File: config.mk
export PLATFORM = sky130hd
export DESIGN_NAME = ball_motion_renormalize
export DESIGN_NICKNAME = d
export VERILOG_FILES = /design/src/rtl/core/bmr_pkg.sv /design/src/rtl/core/bmr_serial_mul.sv /design/src/rtl/core/bmr_isqrt.sv /design/src/rtl/core/bmr_serial_div.sv /design/src/rtl/core/ball_motion_renormalize.sv
export VERILOG_INCLUDE_DIRS = /design/src /design/src/rtl/core
export SDC_FILE = /design/constraint.sdc
export NUM_CORES = 1
export LEC_CHECK = 0
export ABC_AREA = 1
export BUFFER_PORTS_ARGS = -buffer_cell sky130_fd_sc_hd__buf_2
export CORE_MARGIN = 2
export CORE_UTILIZATION = 60
export CTS_CLUSTER_DIAMETER = 200
export DETAILED_ROUTE_END_ITERATION = 16
export GPL_TIMING_DRIVEN = 0
export PLACE_DENSITY = 0.78
export SYNTH_ARGS = -nofsm -noshare
export SYNTH_HDL_FRONTEND = slang
export SYNTH_SLANG_ARGS = --single-unit
File: constraint.sdc
create_clock -name i_clk -period 4.55 [get_ports i_clk]
set_input_delay 1.1375 -clock i_clk [delete_from_list [all_inputs] [get_ports i_clk]]
set_output_delay 1.1375 -clock i_clk [all_outputs]
set_load 0.01 [all_outputs]
File: src/rtl/core/ball_motion_renormalize_defines.svh
// Assertion macros for the ball motion block.
// Define ASSERT_OFF to compile them away.
`ifndef BALL_MOTION_RENORMALIZE_DEFINES_SVH
`define BALL_MOTION_RENORMALIZE_DEFINES_SVH

`ifndef ASSERT_OFF
`define BMR_ASSERT_IMPLIES(lbl, clk, rst_n, ante, cons, msg) \
    lbl: assert property (@(posedge clk) disable iff (!rst_n) (ante) |-> (cons)) \
        else $error(msg);
`define BMR_ASSERT_NEXT(lbl, clk, rst_n, ante, cons, msg) \
    lbl: assert property (@(posedge clk) disable iff (!rst_n) (ante) |=> (cons)) \
        else $error(msg);
`else
`define BMR_ASSERT_IMPLIES(lbl, clk, rst_n, ante, cons, msg)
`define BMR_ASSERT_NEXT(lbl, clk, rst_n, ante, cons, msg)
`endif

`endif

File: src/rtl/core/bmr_pkg.sv
`timescale 1ns / 1ps

package bmr_pkg;

    localparam int POS_WIDTH   = 22;
    localparam int VEL_WIDTH   = 16;
    localparam int LOAD_WIDTH  = 22;
    localparam int SPEED_WIDTH = 15;

    localparam logic [SPEED_WIDTH-1:0] SPEED_RESET = SPEED_WIDTH'(1024);

    // serial multiplier operand width: covers |vel| and target speed
    localparam int MUL_W  = (VEL_WIDTH > SPEED_WIDTH) ? VEL_WIDTH : SPEED_WIDTH;
    localparam int SQ_W   = 2 * VEL_WIDTH;           // vx^2 + vy^2
    localparam int ROOT_W = VEL_WIDTH;               // magnitude
    localparam int NUM_W  = VEL_WIDTH + SPEED_WIDTH; // |v| * speed

    localparam int EXT_PV = (POS_WIDTH > VEL_WIDTH) ? POS_WIDTH : VEL_WIDTH;
    localparam int EXT_W  = ((EXT_PV > LOAD_WIDTH) ? EXT_PV : LOAD_WIDTH) + 1;

    localparam int IN_USER_W  = 3;
    localparam int IN_DATA_W  = ((2 * LOAD_WIDTH + 7) / 8) * 8;
    localparam int OUT_DATA_W = ((2 * POS_WIDTH + 2 * VEL_WIDTH + 7) / 8) * 8;

    typedef enum logic [1:0] {
        FUNC_ADVANCE  = 2'd0,
        FUNC_RENORM   = 2'd1,
        FUNC_LOAD_VEL = 2'd2,
        FUNC_LOAD_POS = 2'd3
    } t_func;

endpackage

File: src/rtl/core/bmr_serial_mul.sv
`timescale 1ns / 1ps

// Shift-add multiplier, one multiplier bit per cycle.
module bmr_serial_mul
    import bmr_pkg::*;
(
    input  logic               i_clk,
    input  logic               i_rst_n,
    input  logic               i_start,
    input  logic [MUL_W-1:0]   i_a,
    input  logic [MUL_W-1:0]   i_b,
    output logic               o_done,
    output logic [2*MUL_W-1:0] o_product
);

    localparam int CW = $clog2(MUL_W);

    logic             r_busy;
    logic             r_done;
    logic [CW-1:0]    r_cnt;
    logic [MUL_W-1:0] r_a;
    logic [MUL_W-1:0] r_hi;
    logic [MUL_W-1:0] r_lo;
    logic [MUL_W:0]   sum;

    assign sum = {1'b0, r_hi} + (r_lo[0] ? {1'b0, r_a} : '0);

    always_ff @(posedge i_clk) begin
        if (!i_rst_n) begin
            r_busy <= 1'b0;
            r_done <= 1'b0;
            r_cnt  <= '0;
        end else begin
            r_done <= 1'b0;
            if (i_start) begin
                r_busy <= 1'b1;
                r_cnt  <= CW'(MUL_W - 1);
            end else if (r_busy) begin
                r_cnt <= r_cnt - CW'(1);
                if (r_cnt == '0) begin
                    r_busy <= 1'b0;
                    r_done <= 1'b1;
                end
            end
        end
    end

    always_ff @(posedge i_clk) begin
        if (i_start) begin
            r_a  <= i_a;
            r_hi <= '0;
            r_lo <= i_b;
        end else if (r_busy) begin
            r_hi <= sum[MUL_W:1];
            r_lo <= {sum[0], r_lo[MUL_W-1:1]};
        end
    end

    assign o_done    = r_done;
    assign o_product = {r_hi, r_lo};

endmodule

File: src/rtl/core/bmr_isqrt.sv
`timescale 1ns / 1ps

// Digit-by-digit integer square root: two radicand bits in, one root bit out per cycle.
module bmr_isqrt
    import bmr_pkg::*;
(
    input  logic              i_clk,
    input  logic              i_rst_n,
    input  logic              i_start,
    input  logic [SQ_W-1:0]   i_radicand,
    output logic              o_done,
    output logic [ROOT_W-1:0] o_root
);

    localparam int CW = $clog2(ROOT_W);

    logic              r_busy;
    logic              r_done;
    logic [CW-1:0]     r_cnt;
    logic [SQ_W-1:0]   r_rad;
    logic [ROOT_W:0]   r_rem;
    logic [ROOT_W-1:0] r_root;
    logic [ROOT_W+2:0] rem_sh;
    logic [ROOT_W+2:0] trial;
    logic              fits;
    logic [ROOT_W+2:0] rem_sub;

    assign rem_sh  = {r_rem, r_rad[SQ_W-1:SQ_W-2]};
    assign trial   = {1'b0, r_root, 2'b01};
    assign fits    = (rem_sh >= trial);
    assign rem_sub = rem_sh - trial;

    always_ff @(posedge i_clk) begin
        if (!i_rst_n) begin
            r_busy <= 1'b0;
            r_done <= 1'b0;
            r_cnt  <= '0;
        end else begin
            r_done <= 1'b0;
            if (i_start) begin
                r_busy <= 1'b1;
                r_cnt  <= CW'(ROOT_W - 1);
            end else if (r_busy) begin
                r_cnt <= r_cnt - CW'(1);
                if (r_cnt == '0) begin
                    r_busy <= 1'b0;
                    r_done <= 1'b1;
                end
            end
        end
    end

    always_ff @(posedge i_clk) begin
        if (i_start) begin
            r_rad  <= i_radicand;
            r_rem  <= '0;
            r_root <= '0;
        end else if (r_busy) begin
            r_rad  <= {r_rad[SQ_W-3:0], 2'b00};
            r_rem  <= fits ? rem_sub[ROOT_W:0] : rem_sh[ROOT_W:0];
            r_root <= {r_root[ROOT_W-2:0], fits};
        end
    end

    assign o_done = r_done;
    assign o_root = r_root;

endmodule

File: src/rtl/core/bmr_serial_div.sv
`timescale 1ns / 1ps

// Restoring divider, one quotient bit per cycle. Divisor must be non-zero.
module bmr_serial_div
    import bmr_pkg::*;
(
    input  logic              i_clk,
    input  logic              i_rst_n,
    input  logic              i_start,
    input  logic [NUM_W-1:0]  i_dividend,
    input  logic [ROOT_W-1:0] i_divisor,
    output logic              o_done,
    output logic [NUM_W-1:0]  o_quotient
);

    localparam int CW = $clog2(NUM_W);

    logic              r_busy;
    logic              r_done;
    logic [CW-1:0]     r_cnt;
    logic [ROOT_W-1:0] r_div;
    logic [ROOT_W-1:0] r_rem;
    logic [NUM_W-1:0]  r_q;
    logic [ROOT_W:0]   trial;
    logic              fits;
    logic [ROOT_W:0]   rem_sub;

    assign trial   = {r_rem, r_q[NUM_W-1]};
    assign fits    = (trial >= {1'b0, r_div});
    assign rem_sub = trial - {1'b0, r_div};

    always_ff @(posedge i_clk) begin
        if (!i_rst_n) begin
            r_busy <= 1'b0;
            r_done <= 1'b0;
            r_cnt  <= '0;
        end else begin
            r_done <= 1'b0;
            if (i_start) begin
                r_busy <= 1'b1;
                r_cnt  <= CW'(NUM_W - 1);
            end else if (r_busy) begin
                r_cnt <= r_cnt - CW'(1);
                if (r_cnt == '0) begin
                    r_busy <= 1'b0;
                    r_done <= 1'b1;
                end
            end
        end
    end

    always_ff @(posedge i_clk) begin
        if (i_start) begin
            r_div <= i_divisor;
            r_rem <= '0;
            r_q   <= i_dividend;
        end else if (r_busy) begin
            r_rem <= fits ? rem_sub[ROOT_W-1:0] : trial[ROOT_W-1:0];
            r_q   <= {r_q[NUM_W-2:0], fits};
        end
    end

    assign o_done     = r_done;
    assign o_quotient = r_q;

endmodule

File: src/rtl/core/ball_motion_renormalize.sv
`timescale 1ns / 1ps
// Channel   Dir  Handshake                  Contents
// s_axis    in   tvalid/tready              tuser: func, hold; tdata: load_a, load_b
// m_axis    out  tvalid/tready              tdata: x_pos, y_pos, x_vel, y_vel
// cfg       in   write enable, no stall     target_speed
//
// Advance and load requests pass S_DONE on their way to the output register.
// Renormalize runs two lanes of serial multiply for the squares, the bit-pair
// square root, serial multiply by speed, then two restoring dividers; each
// unit works one bit per cycle.
// One request is worked on at a time; the next is taken once the result is handed
// to the output register, which may still be waiting on m_axis tready.
// Reset is synchronous, active low; position and velocity clear, speed reads 4.0.
`include "ball_motion_renormalize_defines.svh"

module ball_motion_renormalize
    import bmr_pkg::*;
(
    input  logic                   i_clk,
    input  logic                   i_rst_n,
    input  logic                   i_cfg_we,
    input  logic [SPEED_WIDTH-1:0] i_cfg_wdata,
    input  logic                   i_s_axis_tvalid,
    output logic                   o_s_axis_tready,
    input  logic [IN_DATA_W-1:0]   i_s_axis_tdata,   // load_a, load_b, zero pad
    input  logic [IN_USER_W-1:0]   i_s_axis_tuser,   // func[1:0], hold_on_paddle
    output logic                   o_m_axis_tvalid,
    input  logic                   i_m_axis_tready,
    output logic [OUT_DATA_W-1:0]  o_m_axis_tdata    // x_pos, y_pos, x_vel, y_vel, pad
);

    typedef enum logic [5:0] {
        S_IDLE  = 6'b000001,
        S_SQR   = 6'b000010,
        S_ROOT  = 6'b000100,
        S_SCALE = 6'b001000,
        S_DIV   = 6'b010000,
        S_DONE  = 6'b100000
    } t_state;

    localparam logic signed [EXT_W-1:0] POS_MAX_E =
        EXT_W'((64'sd1 <<< (POS_WIDTH - 1)) - 64'sd1);
    localparam logic signed [EXT_W-1:0] POS_MIN_E = -POS_MAX_E - EXT_W'(1);
    localparam logic [NUM_W-1:0] Q_POS_LIM = NUM_W'((64'd1 << (VEL_WIDTH - 1)) - 64'd1);
    localparam logic [NUM_W-1:0] Q_NEG_LIM = NUM_W'(64'd1 << (VEL_WIDTH - 1));
    localparam logic signed [VEL_WIDTH-1:0] VEL_MAX = {1'b0, {(VEL_WIDTH-1){1'b1}}};
    localparam logic signed [VEL_WIDTH-1:0] VEL_MIN = {1'b1, {(VEL_WIDTH-1){1'b0}}};

    function automatic logic signed [POS_WIDTH-1:0] sat_pos(
        input logic signed [EXT_W-1:0] v
    );
        logic signed [POS_WIDTH-1:0] res;
        if (v > POS_MAX_E) begin
            res = POS_MAX_E[POS_WIDTH-1:0];
        end else if (v < POS_MIN_E) begin
            res = POS_MIN_E[POS_WIDTH-1:0];
        end else begin
            res = v[POS_WIDTH-1:0];
        end
        return res;
    endfunction

    // quotient magnitude plus sign back to signed velocity, saturated
    function automatic logic signed [VEL_WIDTH-1:0] sat_vel(
        input logic             neg,
        input logic [NUM_W-1:0] q
    );
        logic [NUM_W-1:0]            neg_q;
        logic signed [VEL_WIDTH-1:0] res;
        neg_q = ~q + NUM_W'(1);
        if (!neg) begin
            res = (q > Q_POS_LIM) ? VEL_MAX : $signed(q[VEL_WIDTH-1:0]);
        end else begin
            res = (q > Q_NEG_LIM) ? VEL_MIN : $signed(neg_q[VEL_WIDTH-1:0]);
        end
        return res;
    endfunction

    t_state r_state;
    t_state n_state;

    logic [SPEED_WIDTH-1:0]       r_speed;
    logic signed [POS_WIDTH-1:0]  r_pos_x;
    logic signed [POS_WIDTH-1:0]  r_pos_y;
    logic signed [VEL_WIDTH-1:0]  r_vel_x;
    logic signed [VEL_WIDTH-1:0]  r_vel_y;
    logic signed [POS_WIDTH-1:0]  n_pos_x;
    logic signed [POS_WIDTH-1:0]  n_pos_y;
    logic signed [VEL_WIDTH-1:0]  n_vel_x;
    logic signed [VEL_WIDTH-1:0]  n_vel_y;

    t_func                        r_func;
    logic                         r_hold;
    logic signed [LOAD_WIDTH-1:0] r_load_a;
    logic signed [LOAD_WIDTH-1:0] r_load_b;
    logic                         r_skip;

    logic                  r_out_valid;
    logic [OUT_DATA_W-1:0] r_out_data;

    logic in_acc;
    logic commit;
    t_func in_func;

    logic [VEL_WIDTH-1:0] vx_u;
    logic [VEL_WIDTH-1:0] vy_u;
    logic [VEL_WIDTH-1:0] abs_x;
    logic [VEL_WIDTH-1:0] abs_y;

    logic               mul_start;
    logic [MUL_W-1:0]   mul_b_x;
    logic [MUL_W-1:0]   mul_b_y;
    logic               mul_done_x;
    logic               mul_done_y;
    logic [2*MUL_W-1:0] prod_x;
    logic [2*MUL_W-1:0] prod_y;

    logic              sqrt_start;
    logic [SQ_W-1:0]   radicand;
    logic              sqrt_done;
    logic [ROOT_W-1:0] root;

    logic             div_start;
    logic             div_done_x;
    logic             div_done_y;
    logic [NUM_W-1:0] quot_x;
    logic [NUM_W-1:0] quot_y;

    logic signed [EXT_W-1:0] sum_x;
    logic signed [EXT_W-1:0] sum_y;
    logic signed [EXT_W-1:0] ext_a;
    logic signed [EXT_W-1:0] ext_b;

    assign o_s_axis_tready = (r_state == S_IDLE);
    assign in_acc  = i_s_axis_tvalid && o_s_axis_tready;
    assign in_func = t_func'(i_s_axis_tuser[1:0]);
    assign commit  = (r_state == S_DONE) && (!r_out_valid || i_m_axis_tready);

    assign vx_u  = r_vel_x;
    assign vy_u  = r_vel_y;
    assign abs_x = vx_u[VEL_WIDTH-1] ? (~vx_u + VEL_WIDTH'(1)) : vx_u;
    assign abs_y = vy_u[VEL_WIDTH-1] ? (~vy_u + VEL_WIDTH'(1)) : vy_u;

    // first pass squares each component, second pass multiplies by speed
    assign mul_start = (in_acc && (in_func == FUNC_RENORM)) ||
                       ((r_state == S_ROOT) && sqrt_done && (root != '0));
    assign mul_b_x   = (r_state == S_ROOT) ? MUL_W'(r_speed) : MUL_W'(abs_x);
    assign mul_b_y   = (r_state == S_ROOT) ? MUL_W'(r_speed) : MUL_W'(abs_y);

    assign sqrt_start = (r_state == S_SQR) && mul_done_x;
    assign radicand   = prod_x[SQ_W-1:0] + prod_y[SQ_W-1:0];
    assign div_start  = (r_state == S_SCALE) && mul_done_x;

    bmr_serial_mul u_mul_x (
        .i_clk     (i_clk),
        .i_rst_n   (i_rst_n),
        .i_start   (mul_start),
        .i_a       (MUL_W'(abs_x)),
        .i_b       (mul_b_x),
        .o_done    (mul_done_x),
        .o_product (prod_x)
    );

    bmr_serial_mul u_mul_y (
        .i_clk     (i_clk),
        .i_rst_n   (i_rst_n),
        .i_start   (mul_start),
        .i_a       (MUL_W'(abs_y)),
        .i_b       (mul_b_y),
        .o_done    (mul_done_y),
        .o_product (prod_y)
    );

    bmr_isqrt u_isqrt (
        .i_clk      (i_clk),
        .i_rst_n    (i_rst_n),
        .i_start    (sqrt_start),
        .i_radicand (radicand),
        .o_done     (sqrt_done),
        .o_root     (root)
    );

    bmr_serial_div u_div_x (
        .i_clk      (i_clk),
        .i_rst_n    (i_rst_n),
        .i_start    (div_start),
        .i_dividend (prod_x[NUM_W-1:0]),
        .i_divisor  (root),
        .o_done     (div_done_x),
        .o_quotient (quot_x)
    );

    bmr_serial_div u_div_y (
        .i_clk      (i_clk),
        .i_rst_n    (i_rst_n),
        .i_start    (div_start),
        .i_dividend (prod_y[NUM_W-1:0]),
        .i_divisor  (root),
        .o_done     (div_done_y),
        .o_quotient (quot_y)
    );

    always_comb begin
        n_state = r_state;
        unique case (r_state)
            S_IDLE: begin
                if (in_acc) begin
                    n_state = (in_func == FUNC_RENORM) ? S_SQR : S_DONE;
                end
            end
            S_SQR: begin
                if (mul_done_x) n_state = S_ROOT;
            end
            S_ROOT: begin
                if (sqrt_done) n_state = (root == '0) ? S_DONE : S_SCALE;
            end
            S_SCALE: begin
                if (mul_done_x) n_state = S_DIV;
            end
            S_DIV: begin
                if (div_done_x) n_state = S_DONE;
            end
            S_DONE: begin
                if (commit) n_state = S_IDLE;
            end
            default: n_state = S_IDLE;
        endcase
    end

    assign sum_x = EXT_W'(r_pos_x) + EXT_W'(r_vel_x);
    assign sum_y = EXT_W'(r_pos_y) + EXT_W'(r_vel_y);
    assign ext_a = EXT_W'(r_load_a);
    assign ext_b = EXT_W'(r_load_b);

    always_comb begin
        n_pos_x = r_pos_x;
        n_pos_y = r_pos_y;
        n_vel_x = r_vel_x;
        n_vel_y = r_vel_y;
        unique case (r_func)
            FUNC_ADVANCE: begin
                if (!r_hold) begin
                    n_pos_x = sat_pos(sum_x);
                    n_pos_y = sat_pos(sum_y);
                end
            end
            FUNC_RENORM: begin
                // zero magnitude leaves velocity as it was
                if (!r_skip) begin
                    n_vel_x = sat_vel(r_vel_x[VEL_WIDTH-1], quot_x);
                    n_vel_y = sat_vel(r_vel_y[VEL_WIDTH-1], quot_y);
                end
            end
            FUNC_LOAD_VEL: begin
                n_vel_x = $signed(ext_a[VEL_WIDTH-1:0]);
                n_vel_y = $signed(ext_b[VEL_WIDTH-1:0]);
            end
            FUNC_LOAD_POS: begin
                n_pos_x = sat_pos(ext_a);
                n_pos_y = sat_pos(ext_b);
            end
            default: begin
                n_pos_x = r_pos_x;
            end
        endcase
    end

    always_ff @(posedge i_clk) begin
        if (!i_rst_n) begin
            r_state     <= S_IDLE;
            r_speed     <= SPEED_RESET;
            r_pos_x     <= '0;
            r_pos_y     <= '0;
            r_vel_x     <= '0;
            r_vel_y     <= '0;
            r_skip      <= 1'b0;
            r_out_valid <= 1'b0;
        end else begin
            r_state <= n_state;
            if (i_cfg_we) r_speed <= i_cfg_wdata;
            if (in_acc) begin
                r_skip <= 1'b0;
            end else if ((r_state == S_ROOT) && sqrt_done && (root == '0)) begin
                r_skip <= 1'b1;
            end
            if (commit) begin
                r_pos_x     <= n_pos_x;
                r_pos_y     <= n_pos_y;
                r_vel_x     <= n_vel_x;
                r_vel_y     <= n_vel_y;
                r_out_valid <= 1'b1;
            end else if (i_m_axis_tready) begin
                r_out_valid <= 1'b0;
            end
        end
    end

    always_ff @(posedge i_clk) begin
        if (in_acc) begin
            r_func   <= in_func;
            r_hold   <= i_s_axis_tuser[2];
            r_load_a <= i_s_axis_tdata[LOAD_WIDTH-1:0];
            r_load_b <= i_s_axis_tdata[2*LOAD_WIDTH-1:LOAD_WIDTH];
        end
        if (commit) begin
            r_out_data <= OUT_DATA_W'({n_vel_y, n_vel_x, n_pos_y, n_pos_x});
        end
    end

    assign o_m_axis_tvalid = r_out_valid;
    assign o_m_axis_tdata  = r_out_data;

    `BMR_ASSERT_NEXT(a_result_held, i_clk, i_rst_n, (r_state == S_DONE) && r_out_valid && !i_m_axis_tready, r_state == S_DONE, "result overwritten while stalled")
    `BMR_ASSERT_IMPLIES(a_lanes_in_step, i_clk, i_rst_n, mul_done_x || div_done_x, mul_done_y == mul_done_x && div_done_y == div_done_x, "x and y lanes out of step")
    `BMR_ASSERT_NEXT(a_one_at_a_time, i_clk, i_rst_n, in_acc, !o_s_axis_tready, "second request taken while busy")
    `BMR_ASSERT_IMPLIES(a_root_in_phase, i_clk, i_rst_n, sqrt_done, r_state == S_ROOT, "root finished outside its phase")

endmodule
==> flow_metrics.env <==
export IMPL_r2r_start="r_state[1]"
export IMPL_grtUsageMet2=0.597
export IMPL_insertion_delay_ns=0.63
export IMPL_reg2reg_to="u_div_x.o_quotient[8]"
export IMPL_clockBufferDepth=3
export IMPL_busiest_layer="met2"
export IMPL_placementRows=85
export IMPL_start_kind="flip-flop"
export IMPL_gr_usage_met1=0.444
export IMPL_synth_area_mux_share=0
export IMPL_fmax_mhz=301
export IMPL_synth_fa_ha_area_frac=0.0707
export IMPL_p_per_area_mw_per_mm2=462
export IMPL_yosysMostFrequentCell="nand2_1"
export IMPL_synth_area_top_cells="edfxtp_1 (27%), dfxtp_1 (14%), nand2_1 (14%), ha_1 (6.6%), inv_1 (6.6%)"
export IMPL_tritoncts="built"
export IMPL_cts_made_buffers=55
export IMPL_io_buffers=143
export IMPL_r2r_slack_ns=1.23
export IMPL_ys_warn_count=0
export IMPL_cts_hold_buf=0
export IMPL_ant_nets=0
export IMPL_synth_top_family_by_area="simple AND/OR/NAND/NOR gates"
export IMPL_crit_slowest_cell="inv_1"
export IMPL_hold_depth=0
export IMPL_hold_viol_final=0
export IMPL_leakagePower_nw=16.8
export IMPL_fin_area_mm2=0.0363
export IMPL_end_kind="flip-flop"
export IMPL_die_x_um=238
export IMPL_post_dp_cell_area_mm2=0.0345
export IMPL_crit_fanout=31
export IMPL_worstSetupPathType="reg2reg"
export IMPL_synth_largest_area_cell="edfxtp_1"
export IMPL_syn_area_per_cell_um2=7.52
export IMPL_die_y_um=238
export IMPL_use_met3=0.0535
export IMPL_grt_max_degree=46
export IMPL_final_util=0.673
export IMPL_worstPathRequired_ns=4.78
export IMPL_min_delay_start="u_isqrt.o_root[7]"
export IMPL_dieArea_mm2=0.0565
export IMPL_fin_skew_ns=0.0211
export IMPL_synth_xor_area_share=0.0313
export IMPL_drive_gt1_frac=0.0850
export IMPL_drcViolationCount=0
export IMPL_core_area_mm2=0.0539
export IMPL_gp_congestion=1.02
export IMPL_finalPower_mw=16.7
export IMPL_hp_class="reg2reg"
export IMPL_r2r_cells=9
export IMPL_cts_sinks=523
export IMPL_cap_viol_max_count=0
export IMPL_cp_top_family="buffers and inverters"
export IMPL_overflow=0
export IMPL_routedWlPerCell_um=19.4
export IMPL_wl_um=103000
export IMPL_htree_levels=2
export IMPL_drt_initial_drc_count=2780
export IMPL_antenna_found_initial=4
export IMPL_hold_slack_ns=0.426
export IMPL_critPathMaxStageDelay_ns=0.96
export IMPL_synth_compound_area_frac=0.154
export IMPL_seq_area_mm2=0.0134
export IMPL_cp_num_buf_inv=4
export IMPL_ys_types=60
export IMPL_path_cells="inv_1 -> nand2_1 -> nor2_1 -> nand3_1 -> nor2_1 -> buf_2 -> nor2_2 -> clkbuf_1 -> inv_1"
export IMPL_vias_per_cell=5.76
export IMPL_drv_slew=0
export IMPL_drt_first_pass_iters=6
export IMPL_grt_pass1_wl_um=157000
export IMPL_min_period_ns=3.32
export IMPL_worst_pin_slew_ns=1.28
export IMPL_async_flop_share=0
export IMPL_syn_area_mm2=0.0328
export IMPL_multi_input_area_mm2=0.0164
export IMPL_grt_pass1_vias=28500
export IMPL_synth_top_cell_area_share=0.272
export IMPL_synthesis_instances=4360
export IMPL_pre_cts_slack_ns=0.956
export IMPL_hold_path_end="u_div_y.r_div[7]"
export IMPL_setup_violations=0
export IMPL_ys_ff_latch=523
export IMPL_area_delta_synth_final_pct=10.7
export IMPL_gr_usage_all_layers=0.360
export IMPL_ctsResizeCount=0
export IMPL_cts_setup_buffers=0
export IMPL_yosys_top_cells_count="nand2_1 (1182), inv_1 (575), a21oi_1 (366), edfxtp_1 (297), o21ai_0 (288)"
export IMPL_synthSimpleGateAreaFrac=0.244
export IMPL_rsz0062_at_grt="false"
export IMPL_finalCritPeriodShare=0.730
export IMPL_relSlewSlack=0.145
export IMPL_cts_root_buf="clkbuf_16"
export IMPL_cts_clk_slew_worst_paths_ns=0.06
export IMPL_synth_main_ff_cell="edfxtp_1"
export IMPL_ios=153
export IMPL_synth_edf_count=297
export IMPL_yosysSeqAreaShare=0.410
export IMPL_dr_total_vias=30600
export IMPL_fill_cells=4691
export IMPL_status="completed"
export IMPL_post_dp_hpwl_um=80200
export IMPL_setup_slack_ns=1.23
export IMPL_final_net_count=4819
export IMPL_peakVddDrop_mv=0.370
export IMPL_crit_arrival_ns=3.55
export IMPL_initial_utilization=0.608
where the power goes:
part           switching [mW]  internal [mW]
clock network            1.97           2.57
registers               0.651           5.79
logic                    3.92           1.85
worst max path at each step:
stage	cells after the start	start	endpoint	slack [ns]
2_1_floorplan	2	i_s_axis_tvalid	r_func[0]	0.93
3_3_place_gp	4	i_s_axis_tvalid	r_skip	-0.97
3_5_place_dp	5	i_rst_n	u_mul_y.r_cnt[2]	0.96
4_1_cts	9	r_state[1]	u_div_x.o_quotient[8]	1.18
5_1_grt	9	r_state[1]	u_div_x.o_quotient[13]	1.01
6_report	9	r_state[1]	u_div_x.o_quotient[8]	1.23
per-stage QoR:
stage	instances	TNS, ns
final	5310	0
after global routing	5310	0
after CTS	5308	0
after detailed placement	5205	0
after global placement	5202	-29.31
after floorplan	4363	0
kinds of logic (layout without fill, tap and decap cells):
| logic type | count (synthesis) | after routing |
|---|---|---|
| AO/OA/AOI/OAI | 890 | 890 |
| XOR/XNOR | 117 | 117 |
| buffers and inverters | 741 | 991 |
| AND/OR/NAND/NOR | 1907 | 1907 |
| other | 1 | 5 |
| adder cells (fa/ha/maj) | 181 | 181 |
| flip-flops | 523 | 523 |
flip-flops by register name, indices dropped and copies added (netlist names), 17 cells and up:
| register | count |
|---|---|
| r_load_a | 22 |
| u_isqrt.r_rem | 17 |
| u_div_x.o_quotient | 31 |
| r_load_b | 22 |
| r_pos_x | 22 |
| u_div_y.o_quotient | 31 |
| r_pos_y | 22 |
| u_isqrt.r_rad | 32 |
| o_m_axis_tdata | 76 |
routing by layer:
metal	share of wire	vias up
met4	0.068	6
met5	0.00036	-
li1	-	14900
met2	0.46	1344
met1	0.39	14000
met3	0.079	288
placed cells by master, fill, tap and decap left out, types with 8 or more instances in the layout:
cell type	count
o22ai_1	21
clkinv_2	10
buf_4	18
dfxtp_1	226
nand3b_1	21
nor3_1	38
edfxtp_1	297
clkinv_1	18
clkbuf_16	57
buf_6	10
a21oi_2	43
a31oi_1	35
nor2_1	286
a21o_1	12
o21bai_1	27
clkinvlp_4	9
o21ai_1	19
o31ai_1	9
clkbuf_1	105
nand2_1	1182
or2_2	15
inv_1	574
o211ai_1	24
nor4_1	14
o21ai_0	288
ha_1	174
nand2_2	16
nand4_1	76
a21oi_1	366
a21boi_0	8
xnor2_1	28
nand3_1	226
buf_2	163
nor2_2	12
xor2_1	89
worst reg2reg max path, delay by kind of cell, from the launching register on:
| family | cells | cell delay [ns] |
|---|---|---|
| AND/OR/NAND/NOR | 5 | 0.82 |
| flip-flops | 1 | 0.32 |
| buffers and inverters | 4 | 1.77 |
layout make-up:
type                            instances  area share
Inverter                              590      0.0610
Antenna cell                            1   0.0000690
Multi-Input combinational cell       3099       0.452
Clock inverter                         34     0.00810
Tap cell                              696      0.0240
Clock buffer                           69      0.0414
Buffer                                151      0.0202
Timing Repair Buffer                  147      0.0226
Sequential cell                       523       0.371
Note: power is estimated with default switching activity, not from simulation.
